### config.mk
export PLATFORM = sky130hd
export DESIGN_NAME = bpa_ram
export DESIGN_NICKNAME = d
export VERILOG_FILES = /design/src/hdl/bpa_ram.sv
export SDC_FILE = /design/constraint.sdc
export NUM_CORES = 2
export LEC_CHECK = 0
export BUFFER_PORTS_ARGS = -buffer_cell sky130_fd_sc_hd__buf_2
export CAP_MARGIN = 10
export CORE_MARGIN = 2
export CORE_UTILIZATION = 57
export CTS_BUF_LIST = sky130_fd_sc_hd__clkbuf_16
export DETAILED_ROUTE_END_ITERATION = 6
export PLACE_DENSITY = 0.76
export SETUP_SLACK_MARGIN = 0.1
export SYNTH_ARGS = -nofsm -noshare
export SYNTH_HDL_FRONTEND = slang
export SYNTH_SLANG_ARGS = --single-unit
### constraint.sdc
create_clock -name clk -period 3.7 [get_ports clk]
set_input_delay 0.37 -clock clk [delete_from_list [all_inputs] [get_ports clk]]
set_output_delay 0.37 -clock clk [all_outputs]
set_load 0.03 [all_outputs]
### src/hdl/bpa_ram.sv
module bpa_ram #(
  parameter int WIDTH = 32,
  parameter int DEPTH = 128
) (
  input  logic                     clk,
  input  logic                     we,
  input  logic [$clog2(DEPTH)-1:0] waddr,
  input  logic [WIDTH-1:0]         wdata,
  input  logic [$clog2(DEPTH)-1:0] raddr,
  output logic [WIDTH-1:0]         rdata
);

  logic [WIDTH-1:0] mem [DEPTH];

  always_ff @(posedge clk) begin
    if (we) begin
      mem[waddr] <= wdata;
    end
    rdata <= mem[raddr];
  end

endmodule

## Word-level counts from Yosys, hierarchy flattened

Memory sizes are Yosys's and may differ from the RTL's. A register that Yosys moved wholly into a read port is not among the register bits.
Index checks and enable logic that the tools add are counted.

| word-level totals | value |
|---|---|
| bits in writable memories | 4096 |
| memories | 1 |
| logic and storage cells | 3 |
| output and inout port bits | 32 |
| bits of input ports | 48 |
| register bits after elaboration | 0 |

Memories:

| name | depth | width | rd ports | clocked after memory_dff | write ports | RTL line | text |
|---|---|---|---|---|---|---|---|
| mem | 128 | 32 | 1 | 1 | 1 | 13 | `logic [WIDTH-1:0] mem [DEPTH];` |

| operators by class | value |
|---|---|
| multiplexer cells | 2 |

Operator list:

| operator | count |
|---|---|
| $mux W1 | 2 |

## Logic depth before layout (Yosys ltp)

| depth | value |
|---|---|
| depth after elaboration | 2 |
| depth in mapped cells | 8 |

## Worst setup path before layout

Ideal clock, no wire load.

| path | value |
|---|---|
| path type | input to register |
| start point | input we |
| end point | memory mem[98][0], enable pin |
| path buffers | 1 |
| slack | 0.091 ns |
| stages on the path | 3 |
| arrival time | 3.148 ns |
| cells stage by stage | clkbuf_1 nand4_1 nor3_1 |

| between the ends | value |
|---|---|
| cells in the longest elaborated chain, start to end | 2 |

RTL lines:

| element | RTL line | text |
|---|---|---|
| from (decl) | 6 | `input logic we,` |
| $mux W1 | 16 | `if (we) begin` |
| $mux W1 (implied by the code) | 17 | `mem[waddr] <= wdata;` |
| to (decl) | 13 |  |

Every way passes these cells.

==> flow_summary.yaml <==
run_status:
  status: "finished, final reports clean"
synthesis:
  synthCells: 5990
  ys_warn_count: 0
  syn_nets: 6038
  synthDistinctLibCells: 17
  yosysSeqAreaShare: 0.791
  syn_area_sq_um: 156000
  syn_area_per_cell_sq_um: 26.1
  ys_seq_elements: 4128
worst_setup_path:
  cp-end-kind: "register"
  crit_family: "multiplexers"
  path_cells: "buf_12, buf_12, buf_12, buf_4, mux4_2, mux4_2, mux4_2, mux2_2"
  slowest_delay_ps: 700
  criticalPathCategory: "in -> reg"
  cp-start-kind: "input pin"
  worst-path-buf-inv: 4
  required_ps: 4530
  slowest_stage: "mux4_2"
  arrival_ps: 3700
  path_max_fanout: 27
clock_network:
  cts_made_buffers: 398
  htreeDepth: 5
  clk_path_buf_depth: 4
  cts-root-buf: "clkbuf_16"
  cts_tree: "done"
  clk_pin_slew_ps: 60
  post_cts_buffers: 0
  worstSkewPairLatency_ps: 960
  cts.sinks: 4128
finish:
  area_growth_pct: 14.3
  register_area_sq_um: 124000
  multi_input_area_sq_um: 32300
  drive_gt1_frac: 0.371
  layout.nets: 6615
  fin_area_sq_um: 179000
  instances_no_fill: 10500
  layout_common_cells: "edfxtp_1 (4,096), mux4_2 (1,344), clkbuf_16 (404)"
  fill_cells: 15800
  final_common_cell: "edfxtp_1"
sta:
  worstMarginPinSlew_ps: 1290
  slew_headroom: 0.138
  finalHoldViolCount: 0
  fmax_mhz: 348
  min_period_ps: 2870
  report.final.slew_viol_count: 0
  rsz0062_at_grt: "false"
  skew_ps: 60.3
  finalSetupViolCount: 0
  finalCritPeriodShare: 0.776
grt:
  overflow: 0
  grt_pass1_vias: 77100
  antenna_found_initial: 85
  grt_max_degree: 129
  grt_pass1_wl_microns: 625000
  grt_usage: 0.329
placed_design:
  dp.cells: 9748
  gp_congestion: 0.839
  place_area_sq_um: 165000
  portBuffers: 79
  place_hpwl_microns: 235000
floorplan:
  die_area_sq_um: 278000
  die_h_microns: 528
  coreArea_sq_um: 273000
  ios: 80
  fp-row-count: 192
  die_w_microns: 528
  start_util: 0.572
drt:
  dr_total_vias: 75800
  dr.pass1.iters: 7
  route.detailed.drc: 0
  wl_per_cell_microns: 43.2
  vias_per_cell: 7.21
  drt_wl_total_microns: 454000
  antenna_left: 0
  drtIter0Drc: 13500
power_and_ir_drop:
  p_comb_frac: 0.057
  p_clk_frac: 0.418
  power.density_nw_per_um2: 553
  p_leak_nw: 55.4
  p_switching_mw: 21.5
  swShare: 0.218
  p_seq_frac: 0.525
  irDropWorstVdd_mv: 0.481
  internal_power_mw: 77.2
job:
  drv_cap: 0
worst_hold_path:
  hold_path_class: "in -> reg"
==> through the flow <==
step	hold slack (ps)	util	TNS (ps)	power, mW	setup WS, ps
4_1_cts	25.1	0.654	0	98.8	853
3_5_place_dp	603	0.606	-42.9	58.2	-42.9
2_1_floorplan	469	-	0	55.3	91.3
3_3_place_gp	602	0.606	0	58.1	19.7
5_1_grt	41.6	0.654	0	101	809
6_report	40.1	0.654	0	98.8	829
==> what timing repair did <==
| item | CTS | global route |
|---|---|---|
| resized for setup | 0 | 0 |
| hold buffers | 6 | 1 |
| endpoints found under the hold margin | 161 | 16 |
==> worst register-to-register path: cells and delay by family (launching register included) <==
| family | cells | cell delay [ps] |
|---|---|---|
| DFF | 1 | 420 |
| muxes | 4 | 2210 |
==> synth_stat cells (all sizes together) <==
cell type	instances	area share
nand4	3	0.00012
buf	134	0.0040
nor2	122	0.0029
mux2	32	0.0023
or3	1	0.000040
edfxtp	4096	0.79
nor2b	7	0.00028
dfxtp	32	0.0041
nor3	9	0.00029
nand2b	2	0.000080
mux4	1344	0.19
nand2	14	0.00034
nand3	12	0.00038
clkbuf	182	0.0044
==> area by class of cell <==
class,count,area share
well taps,3589,0.0251
multi-input cells,1546,0.181
flip-flops and latches,4128,0.692
diodes,36,0.000504
clock inverters,322,0.0165
repair buffers,493,0.0284
clock buffers,404,0.0566
==> registers in the layout (all words and copies together) (netlist names) <==
name / count
mem: 4096
rdata: 32
==> kinds of logic (layout without fill, tap and decap cells) <==
| group | Yosys count | count (layout) | synth area share |
|---|---|---|---|
| simple gates | 170 | 170 | 0.00446 |
| flops | 4128 | 4128 | 0.791 |
| buf+inv | 316 | 1219 | 0.00839 |
| other cells | 0 | 36 | 0 |
| mux | 1376 | 1376 | 0.196 |
==> power by group through the flow <==
stage | clock network [mW] | registers (mW) | logic [mW]
2_1_floorplan | 0 | 52.8 | 2.49
3_3_place_gp | 0 | 52.9 | 5.23
3_5_place_dp | 0 | 52.9 | 5.35
4_1_cts | 41.4 | 51.9 | 5.48
5_1_grt | 43.0 | 51.9 | 5.68
6_report | 41.3 | 51.9 | 5.60
==> worst paths after layout <==
path	start	end	slack [ps]	cells past startpoint
worst max-delay path	raddr[0]	rdata[15]	830	8
worst min-delay path	wdata[23]	mem[54][23]	40	2
worst max register to register	mem[4][7]	rdata[7]	940	4
worst min register to register	mem[54][24]	rdata[24]	1130	4
==> layer usage <==
layer / track usage / vias up / part of all wire
met4: 0.194 / 58 / 0.068
met2: 0.513 / 6993 / 0.48
met5: 0 / - / 0.00091
met1: 0.418 / 39900 / 0.31
li1: - / 27600 / -
met3: 0.0936 / 1324 / 0.14
Power figures use the tool's default switching activity.
