$ cat config.mk
export PLATFORM = sky130hd
export DESIGN_NAME = bpa_run_find
export DESIGN_NICKNAME = d
export VERILOG_FILES = /design/src/hdl/bpa_pkg.sv /design/src/hdl/bpa_run_find.sv
export SDC_FILE = /design/constraint.sdc
export NUM_CORES = 1
export LEC_CHECK = 0
export ABC_AREA = 1
export BUFFER_PORTS_ARGS = -buffer_cell sky130_fd_sc_hd__buf_2
export CAP_MARGIN = 10
export CORE_MARGIN = 2
export CORE_UTILIZATION = 40
export DETAILED_ROUTE_END_ITERATION = 8
export GPL_TIMING_DRIVEN = 0
export PLACE_DENSITY_LB_ADDON = 0.12
export SLEW_MARGIN = 5
export SYNTH_ARGS = -nofsm -noshare
export SYNTH_HDL_FRONTEND = slang
export SYNTH_SLANG_ARGS = --single-unit
$ cat constraint.sdc
create_clock -name vclk -period 5.6
set_input_delay 1.12 -clock vclk [all_inputs]
set_output_delay 1.12 -clock vclk [all_outputs]
set_load 0.02 [all_outputs]
$ cat src/hdl/bpa_pkg.sv
package bpa_pkg;

  localparam int POOL_DEPTH            = 4096;
  localparam int MAX_PAGES_PER_REQUEST = 16;
  localparam int PAGE_BYTES            = 4096;

  localparam int WORD_BITS  = 32;
  localparam int NUM_WORDS  = POOL_DEPTH / WORD_BITS;
  localparam int WADDR_BITS = $clog2(NUM_WORDS);
  localparam int BIT_BITS   = $clog2(WORD_BITS);
  localparam int IDX_BITS   = $clog2(POOL_DEPTH);
  localparam int PAGE_SHIFT = $clog2(PAGE_BYTES);
  localparam int HIST_BITS  = MAX_PAGES_PER_REQUEST;

  localparam int ADDR_BITS      = 32;
  localparam int POOL_BITS      = 13;
  localparam int COUNT_BITS     = 5;
  localparam int CFG_INDEX_BITS = 2;

  localparam logic [CFG_INDEX_BITS-1:0] CFG_PHYS_BASE  = 2'd0;
  localparam logic [CFG_INDEX_BITS-1:0] CFG_VIRT_BASE  = 2'd1;
  localparam logic [CFG_INDEX_BITS-1:0] CFG_POOL_PAGES = 2'd2;

  localparam logic [ADDR_BITS-1:0] RESET_PHYS_BASE  = 32'h0020_0000;
  localparam logic [ADDR_BITS-1:0] RESET_VIRT_BASE  = 32'hC010_0000;
  localparam logic [POOL_BITS-1:0] RESET_POOL_PAGES = 13'd3840;
  localparam logic [POOL_BITS-1:0] POOL_LIMIT       = POOL_BITS'(POOL_DEPTH);

  typedef logic [WORD_BITS-1:0] word_t;

  typedef struct packed {
    logic                found;
    logic [BIT_BITS-1:0] pos;
  } run_hit_t;

  typedef enum logic [2:0] {
    ST_CLEAR,
    ST_IDLE,
    ST_VSCAN,
    ST_MARK_RD,
    ST_MARK_WR,
    ST_PHYS_RD,
    ST_PHYS_EV,
    ST_FAIL
  } state_t;

endpackage

$ cat src/hdl/bpa_run_find.sv
module bpa_run_find (
  input  bpa_pkg::word_t                       word,
  input  logic [bpa_pkg::HIST_BITS-1:0]        hist,
  input  logic [bpa_pkg::COUNT_BITS-1:0]       len,
  output bpa_pkg::run_hit_t                    hit
);

  logic [bpa_pkg::WORD_BITS+bpa_pkg::HIST_BITS-1:0] ext;
  logic [bpa_pkg::HIST_BITS-1:0]                    need;
  logic [bpa_pkg::COUNT_BITS:0]                     shamt;
  logic [bpa_pkg::WORD_BITS-1:0]                    ok;

  assign ext   = {word, hist};
  assign shamt = (bpa_pkg::COUNT_BITS+1)'(bpa_pkg::HIST_BITS) - {1'b0, len};
  assign need  = {bpa_pkg::HIST_BITS{1'b1}} << shamt;

  always_comb begin
    for (int j = 0; j < bpa_pkg::WORD_BITS; j++) begin
      ok[j] = ((ext[j+bpa_pkg::HIST_BITS -: bpa_pkg::HIST_BITS] & need) == '0);
    end
  end

  always_comb begin
    hit.found = |ok;
    hit.pos   = '0;
    for (int j = bpa_pkg::WORD_BITS - 1; j >= 0; j--) begin
      if (ok[j]) begin
        hit.pos = bpa_pkg::BIT_BITS'(j);
      end
    end
  end

endmodule

### Word-level counts from Yosys, hierarchy flattened

Index checks and enable logic that the tools add are counted.

* register bits: 0
* input port bits: 53
* output and inout bits: 6
* logic and storage cells: 99

* $add $sub $neg: 1
* shift operators: 1
* mux-type cells: 32
* bitwise gates (word level): 32
* reductions and logical operators: 33

Operators by type and width (number)
* $and 16x16->16: 32
* $logic_not 16->1: 32
* $mux 5: 32
* $reduce_or 32->1: 1
* $shl 16x6->16 const A: 1
* $sub 5x5->6 const A: 1

### Longest topological paths before layout

* depth after elaboration: 36
* depth in mapped cells: 45
* gate-level depth less buffers: 44

### Least setup slack after synthesis

OpenSTA, ideal clock, no wires.

* path kind: in2out
* from: input len[0] (netlist bit)
* to: output hit[0] (netlist bit)
* data arrival time: 4.212 ns
* data required time: 4.480 ns
* path slack: 0.268 ns
* stages on the path: 45
* buffers on the path: 1
* cells stage by stage: buf_6 inv_4 ha_1 nand2_2 inv_2 nand3_1 nand2_1 nand2_1 nand2_4 inv_4 nand2_1 nand2_1 nor2_1 nand2_1 nor2_1 nand2_1 nand2_1 nand2_1 [9 not listed] nand2_1 nand2_1 nand2_1 nand2_1 nand2_1 nand2_1 nand2_1 nand2_1 nand2_1 nand2_1 nand2_1 nand2_1 nand2_1 nand2_1 nand2_1 nand2_1 nand2_1 a21oi_1

RTL lines
* start: declaration: line bpa_run_find.sv:4 `input logic [bpa_pkg::COUNT_BITS-1:0] len,`
* end: declaration: line bpa_run_find.sv:5 `output bpa_pkg::run_hit_t hit`

==> results.json <==
{
  "syn-num-nets": 877,
  "ios": 59,
  "routabilityCongestion": 1.03,
  "worstPathArrival_ns": 4.49,
  "cp_data_required_time_ns": 4.48,
  "ys_types": 37,
  "violations": "negative setup slack",
  "area.sequential_um2": 0,
  "place_ws_ns": -0.443,
  "grt_overflow": 0,
  "drive_above_1_share": 0.215,
  "max_stage_delay_ns": 0.19,
  "ctsHoldBuffers": 0,
  "core_area_um2": 9770,
  "tightest_slew_ns": 0.636,
  "crit_type": "in -> out",
  "die_x_um": 104,
  "syn_area_per_cell_um2": 4.89,
  "clock_buffers": 0,
  "track_usage": 0.347,
  "tns_ns": -0.0118,
  "slew_viol_final": 0,
  "routedWlPerCell_um": 19.5,
  "crit_path_start_kind": "primary input",
  "drc": 0,
  "vias": 6696,
  "crit_slowest_cell": "nor3_1",
  "grt_pass1_vias": 5945,
  "drt_iter0_markers": 869,
  "setup_slack_ns": -0.0118,
  "seq_area_frac_synth": 0,
  "port-buffer-count": 48,
  "fin_crit_sh": 1.00,
  "ir_drop_mv": 0.0880,
  "p_clk_frac": 0,
  "drtAntennaViolNets": 0,
  "die_area_um2": 10900,
  "pwr-share-seq": 0,
  "hold_viol": 0,
  "critPathMaxFanout": 10,
  "sw_frac_of_total": 0.661,
  "power.switching_w": 0.000451,
  "viasPerCell": 6.44,
  "max_slew_margin": 0.572,
  "seq_cells": 0,
  "syn2layout_area_growth_pct": 25.9,
  "rsz0062_at_grt": "yes",
  "antenna_found_initial": 0,
  "yosysWarnings": 0,
  "power_w": 0.000682,
  "internal_power_w": 0.000231,
  "setup_violations": 1,
  "initial_core_util": 0.412,
  "grt_pass1_wl_um": 31200,
  "period_needed_ns": 5.61,
  "synthesis.area_um2": 4020,
  "die_y_um": 104,
  "dr.pass1.iters": 6,
  "final_nets": 963,
  "powerDensity_nw_per_um2": 135,
  "cp_common_cell": "nand2_1",
  "pwr-share-comb": 1.000,
  "endpoint_kind": "primary output",
  "drt_wl_total_um": 20300,
  "hold_start": "hist[1]",
  "nFillCells": 1102,
  "diodes": 0,
  "synth_cells": 823,
  "crit_start": "len[0]",
  "min_path_type": "in -> out",
  "drv_cap": 0,
  "place_hpwl_um": 14500,
  "grt_max_degree": 11,
  "leakage_nw": 2.18,
  "outcome": "finished with violations",
  "fmax_mhz": 178,
  "core.rowCount": 36
}
==> per-stage QoR <==
stage | cell area [µm²] | util | hold WS (ns) | std cells
6_report | 5070 | 0.518 | 2.77 | 1040
5_1_grt | 5070 | 0.518 | 2.82 | 1040
4_1_cts | 4720 | 0.482 | 2.79 | 1021
3_5_place_dp | 4430 | 0.453 | 2.79 | 1004
3_3_place_gp | 4430 | 0.453 | 2.80 | 1004
2_1_floorplan | 4020 | - | 2.57 | 823
==> Yosys cell counts <==
library cell / number / area (µm²)
buf_1: 10 / 37.5
nand4_1: 14 / 87.6
inv_1: 58 / 218
nand2_4: 4 / 45.0
a211oi_1: 2 / 15.0
nor3_1: 6 / 30.0
clkinv_1: 2 / 7.51
nor2_1: 49 / 184
clkbuf_2: 1 / 5.00
nand3_2: 2 / 20.0
nor4_1: 25 / 156
o211ai_1: 2 / 15.0
o2111ai_1: 83 / 727
inv_4: 4 / 25.0
nand3b_1: 2 / 15.0
o21ai_1: 2 / 10.0
o22ai_1: 29 / 181
nand3_1: 25 / 125
buf_2: 9 / 45.0
nor2_8: 1 / 20.0
nand2_1: 387 / 1450
clkbuf_1: 37 / 139
a21oi_2: 1 / 8.76
buf_4: 4 / 30.0
nor2_2: 2 / 12.5
nor2_4: 5 / 56.3
a21oi_1: 7 / 35.0
nand2_2: 8 / 50.1
ha_1: 1 / 12.5
buf_6: 2 / 22.5
a31oi_1: 2 / 12.5
o221ai_1: 1 / 8.76
o21ai_0: 11 / 55.1
a221oi_1: 10 / 87.6
inv_2: 11 / 41.3
a21boi_0: 1 / 7.51
o31ai_1: 3 / 22.5
==> layout by cell type (no fill, tap or decap), types with 3 or more instances in the layout <==
master,instances
nand4_1,14
nor2_1,43
buf_4,42
buf_1,3
o22ai_1,28
nand2_4,11
inv_6,3
clkbuf_1,29
a221oi_1,10
clkbuf_2,10
nor3_1,6
buf_6,3
buf_8,3
nand2_2,14
nor4_1,16
inv_4,5
inv_2,10
nand3_2,3
inv_1,54
buf_2,54
nand3_1,22
o21ai_0,9
nor2_4,9
nor4_2,8
o2111ai_1,83
nand2_1,373
a21oi_1,6
nor2_2,4
==> worst paths after layout <==
path / end / slack, ns / cells after the start
worst max-delay path: hit[0] / -0.01 / 43
worst min-delay path: hit[0] / 2.77 / 6
==> power by group through the flow <==
stage	sequential [W]	clock, W	combinational (W)
floorplan	0	0	0.000400
global placement	0	0	0.000583
detailed placement	0	0	0.000578
CTS	0	0	0.000615
global route	0	0	0.000732
finish	0	0	0.000682
==> routing by layer <==
metal / wire length (µm) / track usage
met5: 0 / 0
met4: 1030 / 0.157
met3: 2280 / 0.0495
met2: 9050 / 0.563
met1: 7950 / 0.452
==> critical path: cells and delay by family <==
| family | cells | cell delay [ns] |
|---|---|---|
| buffers and inverters | 6 | 0.71 |
| AO/OA/AOI/OAI | 1 | 0.05 |
| AND/OR/NAND/NOR | 35 | 2.43 |
| adder cells (fa/ha/maj) | 1 | 0.18 |
==> cells by family (layout without fill, tap and decap cells) <==
group | count (synthesis) | in the layout | synth area share
compound gates | 154 | 154 | 0.295
fa+ha+maj | 1 | 1 | 0.00311
simple gates | 530 | 530 | 0.560
buf+inv | 138 | 222 | 0.142
==> area by class of cell <==
| class | instances | area [µm²] | share of cell area |
|---|---|---|---|
| multi-input cells | 685 | 3710 | 0.732 |
| inverters | 75 | 322 | 0.0635 |
| repair buffers | 85 | 537 | 0.106 |
| well taps | 133 | 166 | 0.0328 |
| plain buffers | 62 | 333 | 0.0657 |
==> what timing repair did <==
item                                    in CTS  in global routing
resized for setup                           43                 64
endpoints found under the setup margin       5                  6
pin swaps                                    8                 23
buffers inserted                            17                 20
Note: power is estimated with default switching activity, not from simulation.
